--- src/gear_stepped_motor_drive_controller_assert.svh ---
// Assertion macros shared by the controller's modules.
// Each macro expects a signal named clk, and GSMD_ASSERT also rst_n, in the module that uses it.
`ifndef GEAR_STEPPED_MOTOR_DRIVE_CONTROLLER_ASSERT_SVH
`define GEAR_STEPPED_MOTOR_DRIVE_CONTROLLER_ASSERT_SVH

// Property checked at every rising edge outside reset.
`define GSMD_ASSERT(lbl, prop, msg) \
  lbl: assert property (@(posedge clk) disable iff (!rst_n) prop) else $error(msg);

// Property checked at every rising edge, reset included.
`define GSMD_ASSERT_ALWAYS(lbl, prop, msg) \
  lbl: assert property (@(posedge clk) prop) else $error(msg);

`endif

--- src/gsmd_pkg.sv ---
`timescale 1ns / 1ps

package gsmd_pkg;

  // Number of gears in the table.
  localparam int unsigned GEARS = 5;

  // Field widths.
  localparam int unsigned GEAR_W   = 3;
  localparam int unsigned LED_W    = 5;
  localparam int unsigned DRIVE_W  = 2;
  localparam int unsigned CFG_IDX_W = 3;
  localparam int unsigned CFG_DAT_W = 10;

  // Configuration register indexes.
  typedef enum logic [CFG_IDX_W-1:0] {
    CFG_SAMPLE_PERIOD    = 3'd0,
    CFG_DEBOUNCE_SAMPLES = 3'd1,
    CFG_BLINK_COUNT      = 3'd2,
    CFG_PAUSE_TICKS      = 3'd3,
    CFG_DIM_ON_TICKS     = 3'd4,
    CFG_DIM_OFF_TICKS    = 3'd5,
    CFG_DIM_REPEATS      = 3'd6
  } cfg_idx_t;

  // Motor drive codes.
  typedef enum logic [DRIVE_W-1:0] {
    DRV_IDLE    = 2'd0,
    DRV_PHASE_A = 2'd1,
    DRV_PHASE_B = 2'd2
  } drive_t;

  // Configuration register set.
  typedef struct packed {
    logic [6:0] sample_period;
    logic [3:0] debounce_samples;
    logic [2:0] blink_count;
    logic [9:0] pause_ticks;
    logic [4:0] dim_on_ticks;
    logic [6:0] dim_off_ticks;
    logic [5:0] dim_repeats;
  } cfg_t;

  localparam cfg_t CFG_RESET = '{
    sample_period:    7'd100,
    debounce_samples: 4'd10,
    blink_count:      3'd6,
    pause_ticks:      10'd1000,
    dim_on_ticks:     5'd20,
    dim_off_ticks:    7'd80,
    dim_repeats:      6'd10
  };

  // Per-tick commands from the control unit to the motor and LED units.
  typedef struct packed {
    logic              step;         // awake tick: run the counters
    logic              clear;        // force drive and LEDs off
    logic              load_gear_en; // reload pulse and gap lengths
    logic [GEAR_W-1:0] gear;         // gear to load
    logic              blink_load;   // overwrite the blink counter
    logic [2:0]        blink_val;
  } cmd_t;

  // True for gears that have a table entry.
  function automatic logic gear_in_table(input logic [GEAR_W-1:0] g);
    return (g >= 3'd1) && (g <= 3'd5);
  endfunction

  // Pulse length of a gear.
  function automatic logic [4:0] gear_pulse(input logic [GEAR_W-1:0] g);
    logic [4:0] p;
    case (g)
      3'd1: p = 5'd16;
      3'd2: p = 5'd16;
      3'd3: p = 5'd16;
      3'd4: p = 5'd8;
      3'd5: p = 5'd8;
      default: p = 5'd0;
    endcase
    return p;
  endfunction

  // Gap length of a gear.
  function automatic logic [3:0] gear_gap(input logic [GEAR_W-1:0] g);
    logic [3:0] q;
    case (g)
      3'd1: q = 4'd2;
      3'd2: q = 4'd4;
      3'd3: q = 4'd6;
      3'd4: q = 4'd9;
      3'd5: q = 4'd12;
      default: q = 4'd0;
    endcase
    return q;
  endfunction

  // One LED for the current gear; none for a gear outside the LED row.
  function automatic logic [LED_W-1:0] gear_led(input logic [GEAR_W-1:0] g);
    logic [LED_W-1:0] l;
    for (int i = 0; i < LED_W; i++) begin
      l[i] = ({1'b0, g} == 4'(i + 1));
    end
    return l;
  endfunction

endpackage

--- src/gsmd_motor.sv ---
`timescale 1ns / 1ps

// Motor phase sequencer: phase-A pulse, gap, phase-B pulse, gap, and so on.
module gsmd_motor (
  input  logic              clk,
  input  logic              rst_n,
  input  gsmd_pkg::cmd_t    cmd,
  output gsmd_pkg::drive_t  drive_nxt
);

  logic [4:0]       phase_a_r, phase_a_nxt;
  logic [4:0]       phase_b_r, phase_b_nxt;
  logic [7:0]       gap_cnt_r, gap_cnt_nxt;
  logic             next_is_a_r, next_is_a_nxt;
  logic [4:0]       pulse_len_r, pulse_len_nxt;
  logic [3:0]       gap_len_r, gap_len_nxt;
  gsmd_pkg::drive_t drive_r;
  logic [7:0]       gap_inc;

  // Next state of the phase counters for one tick.
  always_comb begin
    phase_a_nxt   = phase_a_r;
    phase_b_nxt   = phase_b_r;
    gap_cnt_nxt   = gap_cnt_r;
    next_is_a_nxt = next_is_a_r;
    pulse_len_nxt = pulse_len_r;
    gap_len_nxt   = gap_len_r;
    drive_nxt     = drive_r;
    gap_inc       = gap_cnt_r + 8'd1;

    if (cmd.step) begin
      if (phase_a_r != 5'd0) begin
        phase_a_nxt = phase_a_r - 5'd1;
        phase_b_nxt = 5'd0;
        gap_cnt_nxt = 8'd0;
        drive_nxt   = gsmd_pkg::DRV_PHASE_A;
      end else if (phase_b_r != 5'd0) begin
        phase_b_nxt = phase_b_r - 5'd1;
        phase_a_nxt = 5'd0;
        gap_cnt_nxt = 8'd0;
        drive_nxt   = gsmd_pkg::DRV_PHASE_B;
      end else begin
        gap_cnt_nxt = gap_inc;
        drive_nxt   = gsmd_pkg::DRV_IDLE;
        // The gap is over: arm the opposite phase.
        if (gap_inc == {4'd0, gap_len_r}) begin
          if (next_is_a_r) begin
            phase_a_nxt   = pulse_len_r;
            next_is_a_nxt = 1'b0;
          end else begin
            phase_b_nxt   = pulse_len_r;
            next_is_a_nxt = 1'b1;
          end
        end
      end
    end

    if (cmd.clear) begin
      drive_nxt = gsmd_pkg::DRV_IDLE;
    end

    // A new gear's pulse length takes effect from the next pulse onwards, its gap length in the gap under way.
    if (cmd.load_gear_en && gsmd_pkg::gear_in_table(cmd.gear)) begin
      pulse_len_nxt = gsmd_pkg::gear_pulse(cmd.gear);
      gap_len_nxt   = gsmd_pkg::gear_gap(cmd.gear);
    end
  end

  // State registers.
  always_ff @(posedge clk) begin
    if (!rst_n) begin
      phase_a_r   <= 5'd16;
      phase_b_r   <= 5'd16;
      gap_cnt_r   <= 8'd0;
      next_is_a_r <= 1'b0;
      pulse_len_r <= 5'd16;
      gap_len_r   <= 4'd2;
      drive_r     <= gsmd_pkg::DRV_IDLE;
    end else begin
      phase_a_r   <= phase_a_nxt;
      phase_b_r   <= phase_b_nxt;
      gap_cnt_r   <= gap_cnt_nxt;
      next_is_a_r <= next_is_a_nxt;
      pulse_len_r <= pulse_len_nxt;
      gap_len_r   <= gap_len_nxt;
      drive_r     <= drive_nxt;
    end
  end

endmodule

--- config.mk ---
export PLATFORM = sky130hd
export DESIGN_NAME = gsmd_motor
export DESIGN_NICKNAME = d
export VERILOG_FILES = /design/src/gear_stepped_motor_drive_controller_assert.svh /design/src/gsmd_pkg.sv /design/src/gsmd_motor.sv
export SDC_FILE = /design/constraint.sdc
export NUM_CORES = 1
export LEC_CHECK = 0
export ABC_AREA = 1
export BUFFER_PORTS_ARGS = -buffer_cell sky130_fd_sc_hd__buf_2
export CAP_MARGIN = 20
export CORE_UTILIZATION = 58
export CTS_CLUSTER_DIAMETER = 100
export DETAILED_ROUTE_END_ITERATION = 16
export PLACE_DENSITY = 0.78
export SKIP_LAST_GASP = 1
export SYNTH_ARGS = -nofsm -noshare
export SYNTH_HDL_FRONTEND = slang
export SYNTH_SLANG_ARGS = --single-unit
--- constraint.sdc ---
create_clock -name clk -period 2.1 [get_ports clk]
set_input_delay 0.315 -clock clk [delete_from_list [all_inputs] [get_ports clk]]
set_output_delay 0.315 -clock clk [all_outputs]
set_load 0.01 [all_outputs]
==> impl_metrics.tcl <==
set metrics [dict create \
    outcome "complete, no violations" \
    layout.nets 263 \
    max_freq_mhz 514 \
    drc 0 \
    pwr-share-clk_pct 23.5 \
    vdd.ir_drop.worst_v 0.000463 \
    cts_tree "yes" \
    switchingPower_mw 0.301 \
    pwr-share-seq_pct 56.2 \
    relSlewSlack_pct 65.5 \
    drt_iter0_drc 33 \
    rsz0062_at_grt "false" \
    hold-path-cell-count 2 \
    crit_end "drive_nxt[1]" \
    layout-drive-gt1-share_pct 15.0 \
    routed_via_density 5.16 \
    r2r_cells 13 \
    drt-wirelength-per-cell_um 10.8 \
    cts_buffer_depth 2 \
    wl_um 2970 \
    seq_area_frac_synth_pct 33.6 \
    synth.top_cell.area_share_pct 33.6 \
    tns_ps 0 \
    postCtsSetupBuffers 0 \
    p_leak_nw 0.725 \
    critPathBufInv 2 \
    path_class "reg2out" \
    root_buffer "clkbuf_4" \
    worstMarginPinSlew_ps 517 \
    dp_hpwl_um 2160 \
    coreArea_sq_um 2540 \
    arrival_ps 1630 \
    synth_top_cell_by_area "dfxtp_1" \
    dieArea_sq_um 2990 \
    cp_max_fo 10 \
    start_util_pct 63.3 \
    ios 14 \
    power_frac_comb_pct 20.3 \
    fin_skew_ps 1.89 \
    max_stage_delay_ps 350 \
    cpLargestDelayFamily "simple AND/OR/NAND/NOR gates" \
    antenna_found_initial 0 \
    cts.clk_slew.worst_paths_ps 150 \
    crit_slowest_cell "dfxtp_1" \
    synth_nets 254 \
    final_area_sq_um 1680 \
    intPower_mw 0.694 \
    synth_area_sq_um 1610 \
    die_w_um 54.7 \
    ys_types 33 \
    cp-start-kind "flip-flop" \
    slew_viol_final 0 \
    gp_congestion 0.762 \
    htree_levels 1 \
    swShare_pct 30.3 \
    avgSynthCellArea_sq_um 6.77 \
    p_per_area_nw_per_um2 591 \
    hold_viol_final 0 \
    clock_sinks 27 \
    r2r_start "gap_cnt_r[0]" \
    min_period_over_period_pct 92.7 \
    maxCapViolCount 0 \
    final_core_util_pct 66.1 \
    grt_max_degree 21 \
    path_depth 7 \
    hp-class "in2reg" \
    drtAntennaViolNets 0 \
    ys_top_cells_by_area "dfxtp_1 34%, nand2_1 13%, nand3_1 8.4%, a21oi_1 6.2%, inv_1 5.8%" \
    overflow 0 \
    die_height_um 54.7 \
    area_delta_synth_final_pct 4.51 \
    vias 1423 \
    port-buffer-count 9 \
    finalSetupViolCount 0 \
    period_minus_slack_ps 1950 \
    cp.required_ps 1780 \
    cp_cell_sequence "inv_1 -> ha_1 -> nand3_4 -> nor2_4 -> nand2_1 -> a21oi_1 -> buf_2" \
    diodes 0 \
    synth-seq-cells 27 \
    grt_pass1_vias 1230 \
    syn_inst 238 \
    r2r-end "phase_b_r[3]" \
    endpoint_kind "output port" \
    placed_area_sq_um 1650 \
    crit_start "phase_a_r[0]" \
    postCtsHoldBufs 0 \
    row_count 18 \
    clock_latency_ps 330 \
    r2r_slack_ps 170 \
    dr.pass1.iters 4 \
    track_usage_pct 23.7 \
    grt_pass1_wl_um 5220 \
    yosys_warnings 0 \
    cts_buffers 3 \
]
==> worst min path at each step <==
stage | start | end | slack, ps
global placement | phase_a_r[4] | phase_a_r[4] | 440
finish | cmd[4] | gap_len_r[0] | 210
floorplan | cmd[4] | gap_len_r[0] | 430
detailed placement | pulse_len_r[4] | pulse_len_r[4] | 460
CTS | cmd[4] | gap_len_r[0] | 200
global route | cmd[4] | gap_len_r[0] | 200
==> cell usage after synthesis <==
library cell	n
nand2_1	55
dfxtp_1	27
nand3_1	27
inv_1	25
nor2_1	24
a21oi_1	20
o21ai_0	8
nand2_2	6
ha_1	4
inv_2	4
nor2_2	4
nor2_4	3
nor3_1	3
xor2_1	3
buf_6	2
clkbuf_1	2
clkinv_1	2
nand4_1	2
o21ai_1	2
or2_2	2
a21o_1	1
a21oi_2	1
a21oi_4	1
a31oi_1	1
and2_1	1
clkbuf_8	1
nand2_4	1
nand3_2	1
nand3_4	1
o21bai_1	1
o32ai_1	1
or2_1	1
xnor2_1	1
==> cell type report <==
cell class / count / area, sq um
Fill cell: 239 / 862
Clock buffer: 4 / 26.3
Multi-Input combinational cell: 175 / 917
Sequential cell: 27 / 541
Tap cell: 30 / 37.5
Timing Repair Buffer: 9 / 45.0
Inverter: 31 / 116
==> power groups by stage <==
stage          Combinational [mW]  Sequential, mW  Clock [mW]
3_3_place_gp                0.196           0.569           0
3_5_place_dp                0.200           0.570           0
5_1_grt                     0.234           0.563       0.250
6_report                    0.202           0.559       0.234
4_1_cts                     0.201           0.558       0.239
2_1_floorplan               0.168           0.565           0
==> sequential cells by signal, summed over array words and instances (netlist names) <==
register,count
pulse_len_r,2
drive_r,2
gap_len_r,4
next_is_a_r,1
phase_a_r,5
phase_b_r,5
gap_cnt_r,8
==> placed cells by master (no fill, tap or decap), drive strengths merged <==
cell type / synthesis / layout
or2: 3 / 3
nor2: 31 / 31
inv: 29 / 29
o32ai: 1 / 1
o21ai: 10 / 10
nand4: 2 / 2
nand2: 62 / 62
buf: 2 / 9
ha: 4 / 4
and2: 1 / 1
a21o: 1 / 1
xor2: 3 / 3
nand3: 29 / 29
o21bai: 1 / 1
clkinv: 2 / 2
a21oi: 22 / 22
dfxtp: 27 / 27
a31oi: 1 / 1
clkbuf: 3 / 4
nor3: 3 / 3
xnor2: 1 / 1
==> metrics by stage <==
step	setup WS (ps)	power, mW	hold WS, ps	instances
finish	153	0.995	207	276
CTS	115	0.998	199	276
detailed placement	215	0.769	458	272
global placement	244	0.765	443	272
floorplan	510	0.733	426	238
global route	6.05	1.05	203	276
==> metal layers <==
| layer | vias up | share of wire, % | global-route usage, % |
|---|---|---|---|
| met3 | 5 | 4.2 | 3.33 |
| met1 | 596 | 53 | 34.2 |
| met4 | 0 | 1.1 | 5.13 |
| met5 | - | 0 | 0 |
| met2 | 37 | 41 | 36.7 |
| li1 | 785 | - | - |
==> kinds of logic (layout without fill, tap and decap cells) <==
kind of cell | after synthesis | in the layout | synth area share (%)
buffers and inverters | 36 | 44 | 9.95
xor gates and xnor gates | 4 | 4 | 2.18
adders and majority gates | 4 | 4 | 3.11
and+or+nand+nor | 131 | 131 | 38.5
AOI/OAI and AO/OA | 36 | 36 | 12.7
DFF | 27 | 27 | 33.6
==> repair_timing <==
| action | CTS | global route |
|---|---|---|
| hold endpoints to repair | 0 | 0 |
| setup endpoints to repair | 0 | 1 |
| resized for setup | 0 | 2 |
Power figures use the tool's default switching activity.
