[src/gear_stepped_motor_drive_controller_assert.svh]
// Assertion macros shared by the controller's modules.
// Each macro expects a signal named clk, and GSMD_ASSERT also rst_n, in the module that uses it.
`ifndef GEAR_STEPPED_MOTOR_DRIVE_CONTROLLER_ASSERT_SVH
`define GEAR_STEPPED_MOTOR_DRIVE_CONTROLLER_ASSERT_SVH

// Property checked at every rising edge outside reset.
`define GSMD_ASSERT(lbl, prop, msg) \
  lbl: assert property (@(posedge clk) disable iff (!rst_n) prop) else $error(msg);

// Property checked at every rising edge, reset included.
`define GSMD_ASSERT_ALWAYS(lbl, prop, msg) \
  lbl: assert property (@(posedge clk) prop) else $error(msg);

`endif

[src/gsmd_pkg.sv]
`timescale 1ns / 1ps

package gsmd_pkg;

  // Number of gears in the table.
  localparam int unsigned GEARS = 5;

  // Field widths.
  localparam int unsigned GEAR_W   = 3;
  localparam int unsigned LED_W    = 5;
  localparam int unsigned DRIVE_W  = 2;
  localparam int unsigned CFG_IDX_W = 3;
  localparam int unsigned CFG_DAT_W = 10;

  // Configuration register indexes.
  typedef enum logic [CFG_IDX_W-1:0] {
    CFG_SAMPLE_PERIOD    = 3'd0,
    CFG_DEBOUNCE_SAMPLES = 3'd1,
    CFG_BLINK_COUNT      = 3'd2,
    CFG_PAUSE_TICKS      = 3'd3,
    CFG_DIM_ON_TICKS     = 3'd4,
    CFG_DIM_OFF_TICKS    = 3'd5,
    CFG_DIM_REPEATS      = 3'd6
  } cfg_idx_t;

  // Motor drive codes.
  typedef enum logic [DRIVE_W-1:0] {
    DRV_IDLE    = 2'd0,
    DRV_PHASE_A = 2'd1,
    DRV_PHASE_B = 2'd2
  } drive_t;

  // Configuration register set.
  typedef struct packed {
    logic [6:0] sample_period;
    logic [3:0] debounce_samples;
    logic [2:0] blink_count;
    logic [9:0] pause_ticks;
    logic [4:0] dim_on_ticks;
    logic [6:0] dim_off_ticks;
    logic [5:0] dim_repeats;
  } cfg_t;

  localparam cfg_t CFG_RESET = '{
    sample_period:    7'd100,
    debounce_samples: 4'd10,
    blink_count:      3'd6,
    pause_ticks:      10'd1000,
    dim_on_ticks:     5'd20,
    dim_off_ticks:    7'd80,
    dim_repeats:      6'd10
  };

  // Per-tick commands from the control unit to the motor and LED units.
  typedef struct packed {
    logic              step;         // awake tick: run the counters
    logic              clear;        // force drive and LEDs off
    logic              load_gear_en; // reload pulse and gap lengths
    logic [GEAR_W-1:0] gear;         // gear to load
    logic              blink_load;   // overwrite the blink counter
    logic [2:0]        blink_val;
  } cmd_t;

  // True for gears that have a table entry.
  function automatic logic gear_in_table(input logic [GEAR_W-1:0] g);
    return (g >= 3'd1) && (g <= 3'd5);
  endfunction

  // Pulse length of a gear.
  function automatic logic [4:0] gear_pulse(input logic [GEAR_W-1:0] g);
    logic [4:0] p;
    case (g)
      3'd1: p = 5'd16;
      3'd2: p = 5'd16;
      3'd3: p = 5'd16;
      3'd4: p = 5'd8;
      3'd5: p = 5'd8;
      default: p = 5'd0;
    endcase
    return p;
  endfunction

  // Gap length of a gear.
  function automatic logic [3:0] gear_gap(input logic [GEAR_W-1:0] g);
    logic [3:0] q;
    case (g)
      3'd1: q = 4'd2;
      3'd2: q = 4'd4;
      3'd3: q = 4'd6;
      3'd4: q = 4'd9;
      3'd5: q = 4'd12;
      default: q = 4'd0;
    endcase
    return q;
  endfunction

  // One LED for the current gear; none for a gear outside the LED row.
  function automatic logic [LED_W-1:0] gear_led(input logic [GEAR_W-1:0] g);
    logic [LED_W-1:0] l;
    for (int i = 0; i < LED_W; i++) begin
      l[i] = ({1'b0, g} == 4'(i + 1));
    end
    return l;
  endfunction

endpackage

[src/gsmd_led.sv]
`timescale 1ns / 1ps

// Gear indicator with dim blink bursts.
module gsmd_led (
  input  logic                          clk,
  input  logic                          rst_n,
  input  gsmd_pkg::cmd_t                cmd,
  input  gsmd_pkg::cfg_t                cfg,
  input  logic [gsmd_pkg::GEAR_W-1:0]   gear_cur,
  output logic [2:0]                    blinks_tick,
  output logic [gsmd_pkg::LED_W-1:0]    led_nxt
);

  logic [2:0]                 blinks_r, blinks_nxt;
  logic [9:0]                 pause_r, pause_nxt;
  logic [4:0]                 dim_on_r, dim_on_nxt;
  logic [6:0]                 dim_off_r, dim_off_nxt;
  logic [5:0]                 rep_r, rep_nxt;
  logic [gsmd_pkg::LED_W-1:0] led_r;
  logic [gsmd_pkg::LED_W-1:0] ind;
  logic [6:0]                 dim_off_dec;
  logic [5:0]                 rep_dec;

  assign ind         = gsmd_pkg::gear_led(gear_cur);
  assign dim_off_dec = dim_off_r - 7'd1;
  assign rep_dec     = rep_r - 6'd1;

  // Pause, then dim periods of all-lit and indicator-only ticks.
  always_comb begin
    blinks_tick = blinks_r;
    pause_nxt   = pause_r;
    dim_on_nxt  = dim_on_r;
    dim_off_nxt = dim_off_r;
    rep_nxt     = rep_r;
    led_nxt     = led_r;

    if (cmd.step) begin
      if (blinks_r == 3'd0) begin
        led_nxt = ind;
      end else if (pause_r != 10'd0) begin
        led_nxt   = ind;
        pause_nxt = pause_r - 10'd1;
      end else if (dim_on_r != 5'd0) begin
        dim_on_nxt  = dim_on_r - 5'd1;
        led_nxt     = {gsmd_pkg::LED_W{1'b1}};
        dim_off_nxt = cfg.dim_off_ticks;
      end else begin
        dim_off_nxt = dim_off_dec;
        led_nxt     = ind;
        // End of one dim period; end of the burst after the last repeat.
        if (dim_off_dec == 7'd0) begin
          dim_on_nxt = cfg.dim_on_ticks;
          rep_nxt    = rep_dec;
          if (rep_dec == 6'd0) begin
            rep_nxt     = cfg.dim_repeats;
            blinks_tick = blinks_r - 3'd1;
            pause_nxt   = cfg.pause_ticks;
          end
        end
      end
    end

    if (cmd.clear) begin
      led_nxt = '0;
    end
  end

  assign blinks_nxt = cmd.blink_load ? cmd.blink_val : blinks_tick;

  // State registers.
  always_ff @(posedge clk) begin
    if (!rst_n) begin
      blinks_r  <= 3'd6;
      pause_r   <= 10'd1000;
      dim_on_r  <= 5'd20;
      dim_off_r <= 7'd80;
      rep_r     <= 6'd60;
      led_r     <= '0;
    end else begin
      blinks_r  <= blinks_nxt;
      pause_r   <= pause_nxt;
      dim_on_r  <= dim_on_nxt;
      dim_off_r <= dim_off_nxt;
      rep_r     <= rep_nxt;
      led_r     <= led_nxt;
    end
  end

endmodule

[config.mk]
export PLATFORM = sky130hd
export DESIGN_NAME = gsmd_led
export DESIGN_NICKNAME = d
export VERILOG_FILES = /design/src/gear_stepped_motor_drive_controller_assert.svh /design/src/gsmd_pkg.sv /design/src/gsmd_led.sv
export SDC_FILE = /design/constraint.sdc
export NUM_CORES = 1
export LEC_CHECK = 0
export ABC_AREA = 1
export BUFFER_PORTS_ARGS = -buffer_cell sky130_fd_sc_hd__buf_4
export CORE_MARGIN = 3
export CORE_UTILIZATION = 30
export CTS_CLUSTER_DIAMETER = 40
export CTS_CLUSTER_SIZE = 40
export DETAILED_ROUTE_END_ITERATION = 10
export PLACE_DENSITY = 0.64
export SLEW_MARGIN = 10
export SYNTH_ARGS = -nofsm -noshare
export SYNTH_HDL_FRONTEND = slang
export SYNTH_SLANG_ARGS = --single-unit
export TNS_END_PERCENT = 100
[constraint.sdc]
create_clock -name clk -period 2 [get_ports clk]
set_clock_uncertainty 0.1 [all_clocks]
set_input_delay 0.4 -clock clk [delete_from_list [all_inputs] [get_ports clk]]
set_output_delay 0.4 -clock clk [all_outputs]
set_load 0.02 [all_outputs]
==> impl_metrics.ini <==
[yosys]
syn_area_per_cell_um2 = 6.435
synthesis.instances = 378
synth_enable_flop_cells = 0
synthFlopType = sky130_fd_sc_hd__dfxtp_1
synth-seq-area-share_pct = 29.63
synth_xor_xnor_area_share_pct = 2.160
async_reset_ff_share_pct = 0
ys_warn_count = 0
mappedNetlistArea_um2 = 2432
synth_simple_gate_area_share_pct = 38.43
ys_types = 33
adder_cell_area_share_of_the_yosys_netlist_pct = 4.115
muxShareOfSynthArea_pct = 0
synth_top_family_by_area = simple AND/OR/NAND/NOR gates
synth_compound_gate_area_share_pct = 14.25
ys_ff_latch = 36
synthesized_netlist_net_count = 443

[global_route]
grt.overflow.total = 0
grt_first_pass_wirelength_mm = 11.12
maximum_number_of_pins_on_one_net_before_global_route_repair = 24
grt_util_all_layers_pct = 15.33
antenna_found_initial = 0
grt_pass1_vias = 2618

[detailed_routing]
wl_per_cell_um = 11.91
routed-wl-met2_mm = 3.635
drt_first_pass_iters = 4
dr.max_layer_used = met4
avgViaCountPerCell = 4.707
via_count = 2768
postRouteAntennaNets = 0
drt_iter0_drc = 112
drcViolationCount = 0
routed_wirelength_mm = 7.005
detailroute.wirelength.met3_um = 327
met1_length_mm = 2.937

[timing]
timing_worst_slew_pin_value_ps = 548.8
finalWorstSetupSlack_ps = -387.0
min_period_over_period_pct = 119.4
max_freq_mhz = 418.9
slew-limit-headroom_pct = 63.02
unrepaired_setup_endpoints_after_global_routing = yes
final_hold_viol_count = 0
period_minus_slack_ps = 2387
finalMaxSlewViolations = 0
fin_worst_hold_slack_ps = 214.9
setup_viol = 13

[hold_path]
endpoint_of_the_worst_hold_timing_path = blinks_r[1]
hold-path-cell-count = 3
hold_path.startpoint = cmd[1]
min-delay-path-class = in -> reg

[clocking]
clk_pin_slew_ps = 70
cts_max_level = 2
cts_num_sinks = 36
clock_insertion_delay_worst_skew_ps = 290
ctsLongestPathBuffers = 2
cts_hold_buffers = 0
cts-root-buf = sky130_fd_sc_hd__clkbuf_8
cts_inserted_buffers = 5
tritoncts_clock_tree = done

[cells_and_area]
diodes = 0
layout_commonest_cell = sky130_fd_sc_hd__buf_4
drive_above_1_share_pct = 41.36
final_cell_utilization_of_the_core_pct = 48.65
fillCellCount = 756
final_cell_mix = sky130_fd_sc_hd__buf_4 (96), sky130_fd_sc_hd__nand2_1 (77), sky130_fd_sc_hd__inv_1 (37)
final_nets = 550
area_growth_pct = 56.17
final_design_instance_area_without_fill_um2 = 3799

[floorplan]
design.die.area_um2 = 9225
pin_count = 65
fp.dieH_um = 96.05
core_area_um2 = 7807
start_util_pct = 31.15
core.rowCount = 32
dieWidth_um = 96.05

[job]
timing.max_cap.violations = 0

[setup_path]
worstReg2RegStart = dim_off_r[0]
critPathMaxFanout = 5
rr_endpoint = pause_r[4]
r2r_setup_slack_ps = -30
crit_type = reg -> out
endpoint_kind = output port
timing.critical_path.arrival_ps = 1890
worst-endpoint-required_ps = 1500
crit_path_start_kind = flop
rr_worst_depth = 17

[pwr]
p_int_w = 0.001300
leakage_nw = 1.830
sw_frac_of_total_pct = 26.35
clkPwrFrac_pct = 36.4
share_seq_of_total_power_pct = 43.1
vdd_ir_drop_max_mv = 0.2525
pwr-share-comb_pct = 20.6
total_switching_power_w = 0.0004651
power_density_nw_per_um2 = 464.6

[outcome]
run_status = finished with violations
violated_checks = negative setup slack

[placed_design]
place.port_buffers = 46
post-dp-hpwl_mm = 5.026
placed_area_um2 = 3301
gp_congestion = 0.8467
how the worst max path moves through the flow:
| stage | from | end | slack [ps] | cells past startpoint |
|---|---|---|---|---|
| global placement | dim_off_r[0] | blinks_tick[1] | -150 | 11 |
| global route | rep_r[0] | blinks_tick[1] | -540 | 11 |
| finish | pause_r[0] | led_nxt[2] | -390 | 13 |
| detailed placement | dim_off_r[0] | blinks_tick[2] | -170 | 11 |
| floorplan | pause_r[0] | led_nxt[0] | -60 | 12 |
| CTS | dim_off_r[1] | blinks_tick[2] | -390 | 11 |
power by group through the flow:
stage	sequential [W]	clock [W]	combinational [W]
floorplan	0.000774	0	0.000171
global placement	0.000775	0	0.000304
detailed placement	0.000776	0	0.000310
CTS	0.000759	0.000661	0.000343
global route	0.000764	0.000694	0.000404
finish	0.000760	0.000642	0.000363
what timing repair did:
item | CTS | global route
resized for setup | 30 | 46
buffers inserted | 12 | 6
pin swaps | 22 | 19
endpoints found under the setup margin | 19 | 30
stage by stage:
stage / TNS (ps) / std cells / total power, W / setup slack [ps]
floorplan: -428.5 / 378 / 0.0009452 / -61.53
global placement: -1296 / 564 / 0.001079 / -154.3
detailed placement: -1698 / 564 / 0.001086 / -170.1
CTS: -3160 / 584 / 0.001763 / -394.0
global route: -5381 / 588 / 0.001861 / -545.0
finish: -2925 / 588 / 0.001765 / -387.0
registers in the layout, summed over array words and instances, names as in the netlist:
name / cells
led_r: 5
dim_on_r: 5
blinks_r: 3
pause_r: 10
rep_r: 6
dim_off_r: 7
area by class of cell:
| type | count | area [um^2] | area share (%) |
|---|---|---|---|
| multi-input cells | 276 | 1722 | 45.32 |
| repair buffers | 111 | 898.4 | 23.65 |
| flip-flops and latches | 36 | 729.5 | 19.20 |
| inverters | 55 | 214.0 | 5.632 |
| well taps | 102 | 127.6 | 3.360 |
| clock buffers | 6 | 72.57 | 1.910 |
| clock inverters | 2 | 35.03 | 0.9223 |
synth_stat cells, types with 2 or more instances:
| master | instances | area (um^2) |
|---|---|---|
| sky130_fd_sc_hd__nand2_1 | 87 | 326.6 |
| sky130_fd_sc_hd__inv_1 | 54 | 202.7 |
| sky130_fd_sc_hd__nor2_1 | 44 | 165.2 |
| sky130_fd_sc_hd__nand3_1 | 37 | 185.2 |
| sky130_fd_sc_hd__dfxtp_1 | 36 | 720.7 |
| sky130_fd_sc_hd__o21ai_0 | 24 | 120.1 |
| sky130_fd_sc_hd__a21oi_1 | 18 | 90.09 |
| sky130_fd_sc_hd__ha_1 | 8 | 100.1 |
| sky130_fd_sc_hd__nand4_1 | 8 | 50.05 |
| sky130_fd_sc_hd__nor2_2 | 6 | 37.54 |
| sky130_fd_sc_hd__nor3_1 | 6 | 30.03 |
| sky130_fd_sc_hd__o311ai_0 | 5 | 43.79 |
| sky130_fd_sc_hd__buf_2 | 4 | 20.02 |
| sky130_fd_sc_hd__clkbuf_1 | 4 | 15.01 |
| sky130_fd_sc_hd__nand2_2 | 4 | 25.02 |
| sky130_fd_sc_hd__o211ai_1 | 4 | 30.03 |
| sky130_fd_sc_hd__xor2_1 | 4 | 35.03 |
| sky130_fd_sc_hd__a31oi_1 | 3 | 18.77 |
| sky130_fd_sc_hd__buf_6 | 3 | 33.78 |
| sky130_fd_sc_hd__a211oi_1 | 2 | 15.01 |
| sky130_fd_sc_hd__nand2_4 | 2 | 22.52 |
| sky130_fd_sc_hd__nand3_2 | 2 | 20.02 |
| sky130_fd_sc_hd__nor2_4 | 2 | 22.52 |
| sky130_fd_sc_hd__xnor2_1 | 2 | 17.52 |
routing by layer:
| layer | GRT usage (%) | vias up |
|---|---|---|
| met1 | 17.73 | 1248 |
| met5 | 0 | - |
| met2 | 27.54 | 64 |
| met3 | 2.971 | 8 |
| met4 | 5.924 | 0 |
| li1 | - | 1448 |
cell families (layout without fill, tap and decap cells):
| group | after synthesis | count (layout) |
|---|---|---|
| and+or+nand+nor | 202 | 202 |
| adders and majority gates | 8 | 8 |
| DFF | 36 | 36 |
| buffers and inverters | 66 | 174 |
| xor gates and xnor gates | 6 | 6 |
| AOI/OAI and AO/OA | 60 | 60 |
worst max-delay path, stage by stage (launching register included):
cell and delay, ps:
sky130_fd_sc_hd__dfxtp_2 330, sky130_fd_sc_hd__inv_2 60, sky130_fd_sc_hd__ha_4 120, sky130_fd_sc_hd__inv_2 40, sky130_fd_sc_hd__nor2_4 80, sky130_fd_sc_hd__nand2_2 70
sky130_fd_sc_hd__nor2_4 160, sky130_fd_sc_hd__nand2_4 80, sky130_fd_sc_hd__clkinv_4 60, sky130_fd_sc_hd__nand3_4 130, sky130_fd_sc_hd__o311ai_2 110, sky130_fd_sc_hd__inv_1 130
sky130_fd_sc_hd__nor2_4 100, sky130_fd_sc_hd__buf_6 120
Note: power is estimated with default switching activity, not from simulation.
