File: src/gear_stepped_motor_drive_controller_assert.svh
// Assertion macros shared by the controller's modules.
// Each macro expects a signal named clk, and GSMD_ASSERT also rst_n, in the module that uses it.
`ifndef GEAR_STEPPED_MOTOR_DRIVE_CONTROLLER_ASSERT_SVH
`define GEAR_STEPPED_MOTOR_DRIVE_CONTROLLER_ASSERT_SVH

// Property checked at every rising edge outside reset.
`define GSMD_ASSERT(lbl, prop, msg) \
  lbl: assert property (@(posedge clk) disable iff (!rst_n) prop) else $error(msg);

// Property checked at every rising edge, reset included.
`define GSMD_ASSERT_ALWAYS(lbl, prop, msg) \
  lbl: assert property (@(posedge clk) prop) else $error(msg);

`endif

File: src/gsmd_pkg.sv
`timescale 1ns / 1ps

package gsmd_pkg;

  // Number of gears in the table.
  localparam int unsigned GEARS = 5;

  // Field widths.
  localparam int unsigned GEAR_W   = 3;
  localparam int unsigned LED_W    = 5;
  localparam int unsigned DRIVE_W  = 2;
  localparam int unsigned CFG_IDX_W = 3;
  localparam int unsigned CFG_DAT_W = 10;

  // Configuration register indexes.
  typedef enum logic [CFG_IDX_W-1:0] {
    CFG_SAMPLE_PERIOD    = 3'd0,
    CFG_DEBOUNCE_SAMPLES = 3'd1,
    CFG_BLINK_COUNT      = 3'd2,
    CFG_PAUSE_TICKS      = 3'd3,
    CFG_DIM_ON_TICKS     = 3'd4,
    CFG_DIM_OFF_TICKS    = 3'd5,
    CFG_DIM_REPEATS      = 3'd6
  } cfg_idx_t;

  // Motor drive codes.
  typedef enum logic [DRIVE_W-1:0] {
    DRV_IDLE    = 2'd0,
    DRV_PHASE_A = 2'd1,
    DRV_PHASE_B = 2'd2
  } drive_t;

  // Configuration register set.
  typedef struct packed {
    logic [6:0] sample_period;
    logic [3:0] debounce_samples;
    logic [2:0] blink_count;
    logic [9:0] pause_ticks;
    logic [4:0] dim_on_ticks;
    logic [6:0] dim_off_ticks;
    logic [5:0] dim_repeats;
  } cfg_t;

  localparam cfg_t CFG_RESET = '{
    sample_period:    7'd100,
    debounce_samples: 4'd10,
    blink_count:      3'd6,
    pause_ticks:      10'd1000,
    dim_on_ticks:     5'd20,
    dim_off_ticks:    7'd80,
    dim_repeats:      6'd10
  };

  // Per-tick commands from the control unit to the motor and LED units.
  typedef struct packed {
    logic              step;         // awake tick: run the counters
    logic              clear;        // force drive and LEDs off
    logic              load_gear_en; // reload pulse and gap lengths
    logic [GEAR_W-1:0] gear;         // gear to load
    logic              blink_load;   // overwrite the blink counter
    logic [2:0]        blink_val;
  } cmd_t;

  // True for gears that have a table entry.
  function automatic logic gear_in_table(input logic [GEAR_W-1:0] g);
    return (g >= 3'd1) && (g <= 3'd5);
  endfunction

  // Pulse length of a gear.
  function automatic logic [4:0] gear_pulse(input logic [GEAR_W-1:0] g);
    logic [4:0] p;
    case (g)
      3'd1: p = 5'd16;
      3'd2: p = 5'd16;
      3'd3: p = 5'd16;
      3'd4: p = 5'd8;
      3'd5: p = 5'd8;
      default: p = 5'd0;
    endcase
    return p;
  endfunction

  // Gap length of a gear.
  function automatic logic [3:0] gear_gap(input logic [GEAR_W-1:0] g);
    logic [3:0] q;
    case (g)
      3'd1: q = 4'd2;
      3'd2: q = 4'd4;
      3'd3: q = 4'd6;
      3'd4: q = 4'd9;
      3'd5: q = 4'd12;
      default: q = 4'd0;
    endcase
    return q;
  endfunction

  // One LED for the current gear; none for a gear outside the LED row.
  function automatic logic [LED_W-1:0] gear_led(input logic [GEAR_W-1:0] g);
    logic [LED_W-1:0] l;
    for (int i = 0; i < LED_W; i++) begin
      l[i] = ({1'b0, g} == 4'(i + 1));
    end
    return l;
  endfunction

endpackage

File: src/gsmd_ctrl.sv
`timescale 1ns / 1ps

`include "gear_stepped_motor_drive_controller_assert.svh"

// Sleep, button debounce and gear stepping.
module gsmd_ctrl (
  input  logic                          clk,
  input  logic                          rst_n,
  input  logic                          adv,
  input  logic                          key,
  input  gsmd_pkg::cfg_t                cfg,
  input  logic [2:0]                    blinks_tick,
  output gsmd_pkg::cmd_t                cmd,
  output logic [gsmd_pkg::GEAR_W-1:0]   gear_cur,
  output logic [gsmd_pkg::GEAR_W-1:0]   gear_out
);

  logic [gsmd_pkg::GEAR_W-1:0] cur_gear_r, cur_gear_nxt;
  logic [gsmd_pkg::GEAR_W-1:0] saved_gear_r, saved_gear_nxt;
  logic                        asleep_r, asleep_nxt;
  logic [6:0]                  sample_div_r, sample_div_nxt;
  logic [3:0]                  held_r, held_nxt;
  logic [6:0]                  div_inc;
  logic                        sample_hit;
  logic [4:0]                  held_inc;
  logic [3:0]                  gear_inc;
  logic                        press;

  assign div_inc    = sample_div_r + 7'd1;
  assign sample_hit = (div_inc == cfg.sample_period);
  assign held_inc   = {1'b0, held_r} + 5'd1;
  assign gear_inc   = {1'b0, cur_gear_r} + 4'd1;
  assign press      = (held_r >= cfg.debounce_samples);

  // Next state and commands for one accepted tick.
  always_comb begin
    cur_gear_nxt   = cur_gear_r;
    saved_gear_nxt = saved_gear_r;
    asleep_nxt     = asleep_r;
    sample_div_nxt = sample_div_r;
    held_nxt       = held_r;
    cmd            = '0;

    if (adv) begin
      if (asleep_r) begin
        // A pressed tick wakes the block in the saved gear.
        if (key) begin
          asleep_nxt       = 1'b0;
          cur_gear_nxt     = saved_gear_r;
          cmd.blink_load   = 1'b1;
          cmd.blink_val    = cfg.blink_count;
          cmd.load_gear_en = 1'b1;
          cmd.gear         = saved_gear_r;
          cmd.clear        = 1'b1;
        end
      end else begin
        cmd.step       = 1'b1;
        sample_div_nxt = div_inc;
        if (sample_hit) begin
          sample_div_nxt = 7'd0;
          if (key) begin
            held_nxt = (held_inc >= {1'b0, cfg.debounce_samples}) ?
                       cfg.debounce_samples : held_inc[3:0];
          end else begin
            held_nxt = 4'd0;
            // Release after a long hold.
            if (press) begin
              cmd.clear      = 1'b1;
              saved_gear_nxt = cur_gear_r;
              if (blinks_tick != 3'd0) begin
                if (gear_inc > 4'(gsmd_pkg::GEARS)) begin
                  asleep_nxt     = 1'b1;
                  cmd.blink_load = 1'b1;
                  cmd.blink_val  = 3'd0;
                  saved_gear_nxt = 3'd1;
                end else begin
                  cur_gear_nxt     = gear_inc[2:0];
                  cmd.blink_load   = 1'b1;
                  cmd.blink_val    = cfg.blink_count;
                  cmd.load_gear_en = 1'b1;
                  cmd.gear         = gear_inc[2:0];
                end
              end else begin
                asleep_nxt = 1'b1;
              end
            end
          end
        end
      end
    end
  end

  assign gear_cur = cur_gear_r;
  assign gear_out = asleep_nxt ? '0 : cur_gear_nxt;

  // State registers.
  always_ff @(posedge clk) begin
    if (!rst_n) begin
      cur_gear_r   <= 3'd1;
      saved_gear_r <= 3'd1;
      asleep_r     <= 1'b0;
      sample_div_r <= 7'd0;
      held_r       <= 4'd0;
    end else begin
      cur_gear_r   <= cur_gear_nxt;
      saved_gear_r <= saved_gear_nxt;
      asleep_r     <= asleep_nxt;
      sample_div_r <= sample_div_nxt;
      held_r       <= held_nxt;
    end
  end

  // The current and saved gears always have a table entry.
  `GSMD_ASSERT(a_gear_range, (cur_gear_r >= 3'd1) && (cur_gear_r <= 3'(gsmd_pkg::GEARS)) && (saved_gear_r >= 3'd1) && (saved_gear_r <= 3'(gsmd_pkg::GEARS)), "gear out of range")
  // Without a transfer nothing in the control state moves.
  `GSMD_ASSERT(a_hold_idle, !adv |=> $stable(cur_gear_r) && $stable(asleep_r) && $stable(sample_div_r) && $stable(held_r), "control state moved without a transfer")
  // Only a sample tick can send the block to sleep or change the hold count.
  `GSMD_ASSERT(a_sleep_on_sample, adv && !asleep_r && !sample_hit |=> !asleep_r && $stable(held_r), "sleep or debounce change off a sample tick")
  // An unpressed tick while asleep changes nothing.
  `GSMD_ASSERT(a_stay_asleep, adv && asleep_r && !key |=> asleep_r && $stable(cur_gear_r), "woke without a press")

endmodule
File: config.mk
export PLATFORM = sky130hd
export DESIGN_NAME = gsmd_ctrl
export DESIGN_NICKNAME = d
export VERILOG_FILES = /design/src/gsmd_pkg.sv /design/src/gsmd_ctrl.sv
export VERILOG_INCLUDE_DIRS = /design/src /design/src/src
export SDC_FILE = /design/constraint.sdc
export NUM_CORES = 1
export LEC_CHECK = 0
export BUFFER_PORTS_ARGS = -buffer_cell sky130_fd_sc_hd__buf_2
export CORE_AREA = 2 2 65 67
export DETAILED_ROUTE_END_ITERATION = 6
export DIE_AREA = 0 0 67 69
export HOLD_SLACK_MARGIN = 0.1
export PLACE_DENSITY = 0.73
export SLEW_MARGIN = 10
export SYNTH_ARGS = -nofsm -noshare
export SYNTH_HDL_FRONTEND = slang
export SYNTH_SLANG_ARGS = --single-unit
File: constraint.sdc
create_clock -name clk -period 3.2 [get_ports clk]
set_clock_uncertainty 0.1 [all_clocks]
set_input_delay 0.64 -clock clk [delete_from_list [all_inputs] [get_ports clk]]
set_output_delay 0.64 -clock clk [all_outputs]
set_load 0.02 [all_outputs]
==> report_table.html <==
<table>
<tr><th>Metric</th><th>Value</th></tr>
<tr><th colspan="2">Finish</th></tr>
<tr><td>Leading cell types in the layout, fill and taps excluded</td><td>buf_2, buf_4, nand2_1</td></tr>
<tr><td>Area of the multi-input gates</td><td>approximately 0.0012 sq mm</td></tr>
<tr><td>Sequential cell area</td><td>between 300 and 400 sq um</td></tr>
<tr><td># diodes</td><td>0</td></tr>
<tr><td>Most common library cell in the layout ignoring fill and taps</td><td>buf_2</td></tr>
<tr><td>Final layout net count</td><td>302</td></tr>
<tr><td>Area Growth Syn to Fin</td><td>39.9%</td></tr>
<tr><td>FILL cells</td><td>around 370</td></tr>
<tr><td>Fraction of final layout cells with drive strength greater than 1</td><td>37.7%</td></tr>
<tr><th colspan="2">Floorplan</th></tr>
<tr><td>Die Span Y</td><td>69 um</td></tr>
<tr><td>Top-level I/O count</td><td>65</td></tr>
<tr><td>Horizontal extent of the die</td><td>67 um</td></tr>
<tr><td>Starting density of the core</td><td>38.6%</td></tr>
<tr><td>Total core area</td><td>0.00391 sq mm</td></tr>
<tr><td>Number of rows created at floorplan</td><td>23</td></tr>
<tr><td>Die outline area</td><td>0.00462 sq mm</td></tr>
<tr><th colspan="2">Detailed routing</th></tr>
<tr><td>Met2 WL</td><td>2010 um</td></tr>
<tr><td>Detailed router's first-iteration violation count</td><td>102</td></tr>
<tr><td>Drt total wl</td><td>3910 um</td></tr>
<tr><td>Routed length on met1</td><td>1720 um</td></tr>
<tr><td>Avg Vias per Cell</td><td>5.42</td></tr>
<tr><td>Drt drc</td><td>0</td></tr>
<tr><td>Count of antenna-violating nets left after detailed routing</td><td>0</td></tr>
<tr><td>Wire length on met3</td><td>177 um</td></tr>
<tr><td>Avg WL per Cell</td><td>13.5 um</td></tr>
<tr><td>Max layer used</td><td>met3</td></tr>
<tr><td>Via count</td><td>1566</td></tr>
<tr><td>Router iterations before antenna repair</td><td>4</td></tr>
<tr><th colspan="2">Critical path</th></tr>
<tr><td>Critical path peak fanout</td><td>7</td></tr>
<tr><td>Critical Path End Type</td><td>output port</td></tr>
<tr><td>WP data required</td><td>approximately 2500 ps</td></tr>
<tr><td>Kind of start point of the critical path</td><td>flip-flop</td></tr>
<tr><td>Critical setup path kind</td><td>flip-flop to output port</td></tr>
<tr><td>CP arrival</td><td>2410 ps</td></tr>
<tr><th colspan="2">Placed design</th></tr>
<tr><td># port buffers</td><td>36</td></tr>
<tr><td>Global placer's final weighted congestion</td><td>0.843</td></tr>
<tr><td>Pre-CTS setup slack</td><td>-106 ps</td></tr>
<tr><td>Detailed placement HPWL</td><td>between 2000 and 3000 um</td></tr>
<tr><th colspan="2">Clock tree</th></tr>
<tr><td>CTS HTree Levels</td><td>1</td></tr>
<tr><td>CTS tree</td><td>done</td></tr>
<tr><td>Worst-Skew Late Latency</td><td>roughly 250 ps</td></tr>
<tr><td>Number of buffers inserted for hold repair after clock tree synthesis</td><td>0</td></tr>
<tr><td>Inserted Clock Buffers</td><td>3</td></tr>
<tr><td>Sinks on the clock net</td><td>18</td></tr>
<tr><td>Clock Tree Buf Depth</td><td>2</td></tr>
<tr><td>CTS root buf</td><td>clkbuf_8</td></tr>
<tr><td>Clock slew at reported path FFs</td><td>70 ps</td></tr>
<tr><th colspan="2">GRT</th></tr>
<tr><td>Pin count of the biggest net entering global routing</td><td>15</td></tr>
<tr><td>Vias in the first global route</td><td>1428</td></tr>
<tr><td>Total global routing track utilization</td><td>16.5%</td></tr>
<tr><td>Remaining global-route overflow</td><td>0</td></tr>
<tr><td>Wire length of the first global-routing pass</td><td>about 6200 um</td></tr>
<tr><td>Initial antenna violation count</td><td>0</td></tr>
<tr><th colspan="2">Synth</th></tr>
<tr><td>Most common flop cell mapped by yosys</td><td>dfxtp_1</td></tr>
<tr><td>#FFs+latches synth</td><td>18</td></tr>
<tr><td>Per-instance average area after synthesis</td><td>8.12 sq um</td></tr>
<tr><td>Syn Inst Count</td><td>approximately 190</td></tr>
<tr><td>Post-synth EDFFs</td><td>0</td></tr>
<tr><td>Cell Area, Synth</td><td>0.00151 sq mm</td></tr>
<tr><td>Count of unique library cells instantiated by Yosys</td><td>44</td></tr>
<tr><td>Warning count from the yosys run</td><td>0</td></tr>
<tr><td>Seq/Total Area, Yosys</td><td>a little under a quarter</td></tr>
<tr><td>Post-synth net total</td><td>approximately 250</td></tr>
<tr><td>Post-synthesis async set-or-reset flop share</td><td>0%</td></tr>
<tr><th colspan="2">STA</th></tr>
<tr><td>Unrepaired setup endpoints after global routing</td><td>yes</td></tr>
<tr><td>Setup slack of the critical path after layout</td><td>50.4 ps</td></tr>
<tr><td>Relative max-transition margin</td><td>67.3%</td></tr>
<tr><td>Post-route worst hold slack</td><td>379 ps</td></tr>
<tr><td>Max Transition Viols Final</td><td>0</td></tr>
<tr><td>Final period utilization</td><td>between 90% and 100%</td></tr>
<tr><td>Max Fclk</td><td>318 MHz</td></tr>
<tr><td>Transition time at the pin with the least slew margin</td><td>490 ps</td></tr>
<tr><td>Setup violations, final</td><td>0</td></tr>
<tr><td>Minimum period implied by the final worst setup slack</td><td>3150 ps</td></tr>
<tr><td>Number of hold-slack violations in the final timing report</td><td>0</td></tr>
<tr><th colspan="2">Pwr</th></tr>
<tr><td>Worst VDD drop</td><td>0.000216 V</td></tr>
<tr><td>Power density normalized to cell area</td><td>238 mW/mm^2</td></tr>
<tr><td>Lkg Pwr</td><td>about 0.00094 uW</td></tr>
<tr><th colspan="2">Status</th></tr>
<tr><td>Result of the run</td><td>finished clean</td></tr>
<tr><th colspan="2">Run</th></tr>
<tr><td>Maximum capacitance violations</td><td>0</td></tr>
<tr><th colspan="2">Hold path</th></tr>
<tr><td>HP Class</td><td>flip-flop to flip-flop</td></tr>
</table>
## where the power goes
group	internal (uW)	leakage (uW)	total [uW]	switching, uW
logic	40.2	0.000762	85.9	45.7
registers	226	0.000148	229	2.43
clock network	109	0.0000288	187	78.2
total	376	0.000939	502	126
## through the flow
| stage | setup TNS [ps] | total power (uW) | util (%) | std cells | instance area (sq um) |
|---|---|---|---|---|---|
| finish | 0 | 502 | 54.0 | 289 | 2110 |
| global route | -385 | 525 | 54.0 | 289 | 2110 |
| CTS | 0 | 503 | 49.5 | 284 | 1940 |
| detailed placement | -417 | 310 | 46.7 | 279 | 1830 |
| global placement | -416 | 309 | 46.7 | 279 | 1830 |
| floorplan | 0 | 277 | - | 186 | 1520 |
## state kept, by name, indices dropped and copies added (netlist names)
| register | count |
|---|---|
| held_r | 4 |
| sample_div_r | 7 |
| saved_gear_r | 3 |
| gear_cur | 3 |
| asleep_r | 1 |
## final cells by class
class	instances	share of cell area (%)
Multi-Input combinational cell	148	57.3
Timing Repair Buffer	56	17.5
Sequential cell	18	17.3
Tap cell	50	2.96
Clock buffer	4	2.61
Inverter	13	2.31
## cells by family (layout without fill, tap and decap cells)
group | count (synthesis) | after routing | synth area share, %
AND/OR/NAND/NOR | 71 | 71 | 26.2
AO/OA/AOI/OAI | 49 | 49 | 24.4
buffers and inverters | 20 | 73 | 5.63
flip-flops | 18 | 18 | 23.9
adder cells (fa/ha/maj) | 13 | 13 | 10.8
XOR/XNOR | 10 | 10 | 5.80
multiplexers | 5 | 5 | 3.31
## critical path: stages (launching register included)
cell	delay (ps)
dfxtp_2	360
ha_4	170
and3_4	210
nand3_4	110
xnor2_4	160
nor4_4	270
buf_6	160
buf_6	100
nand3_4	70
o31ai_4	260
and2_4	190
buf_6	110
## cells in the mapped netlist, types with 2 or more instances
library cell | number | area [sq um]
ha_1 | 13 | 163
o21ai_0 | 9 | 45.0
xor2_1 | 6 | 52.6
mux2i_1 | 5 | 50.1
o22ai_1 | 6 | 37.5
a2bb2oi_1 | 4 | 35.0
inv_1 | 13 | 48.8
o41ai_1 | 3 | 26.3
nor3_1 | 7 | 35.0
nand2b_1 | 2 | 12.5
clkbuf_1 | 3 | 11.3
nand3_1 | 12 | 60.1
xnor2_1 | 4 | 35.0
a211o_1 | 2 | 17.5
o21a_1 | 2 | 15.0
dfxtp_1 | 18 | 360
and2_1 | 8 | 50.1
and3_1 | 5 | 31.3
a211oi_1 | 2 | 15.0
a21oi_1 | 8 | 40.0
or3_1 | 3 | 18.8
buf_2 | 2 | 10.0
a221oi_2 | 2 | 30.0
o211ai_1 | 3 | 22.5
nor2_1 | 8 | 30.0
nor2b_1 | 2 | 12.5
nand2_1 | 17 | 63.8
## metal layers
layer	track usage (%)	up-vias
met1	21.8	732
met5	0	-
met3	2.45	0
li1	-	791
met4	1.36	0
met2	29.0	43
## worst paths after layout
check | to | slack, ps | cells past startpoint | start
max | cmd[0] | 50 | 11 | sample_div_r[1]
min | saved_gear_r[1] | 380 | 2 | saved_gear_r[1]
max reg2reg | held_r[0] | 640 | 10 | held_r[0]
min reg2reg | saved_gear_r[1] | 380 | 2 | saved_gear_r[1]
## timing repair
| item | in CTS | in global routing |
|---|---|---|
| buffers inserted | 1 | 5 |
| gates resized for setup | 10 | 31 |
| endpoints found under the setup margin | 11 | 10 |
| endpoints found under the hold margin | 0 | 0 |
| pin swaps | 4 | 11 |
| gates cloned | 0 | 0 |
Note: power is estimated with default switching activity, not from simulation.
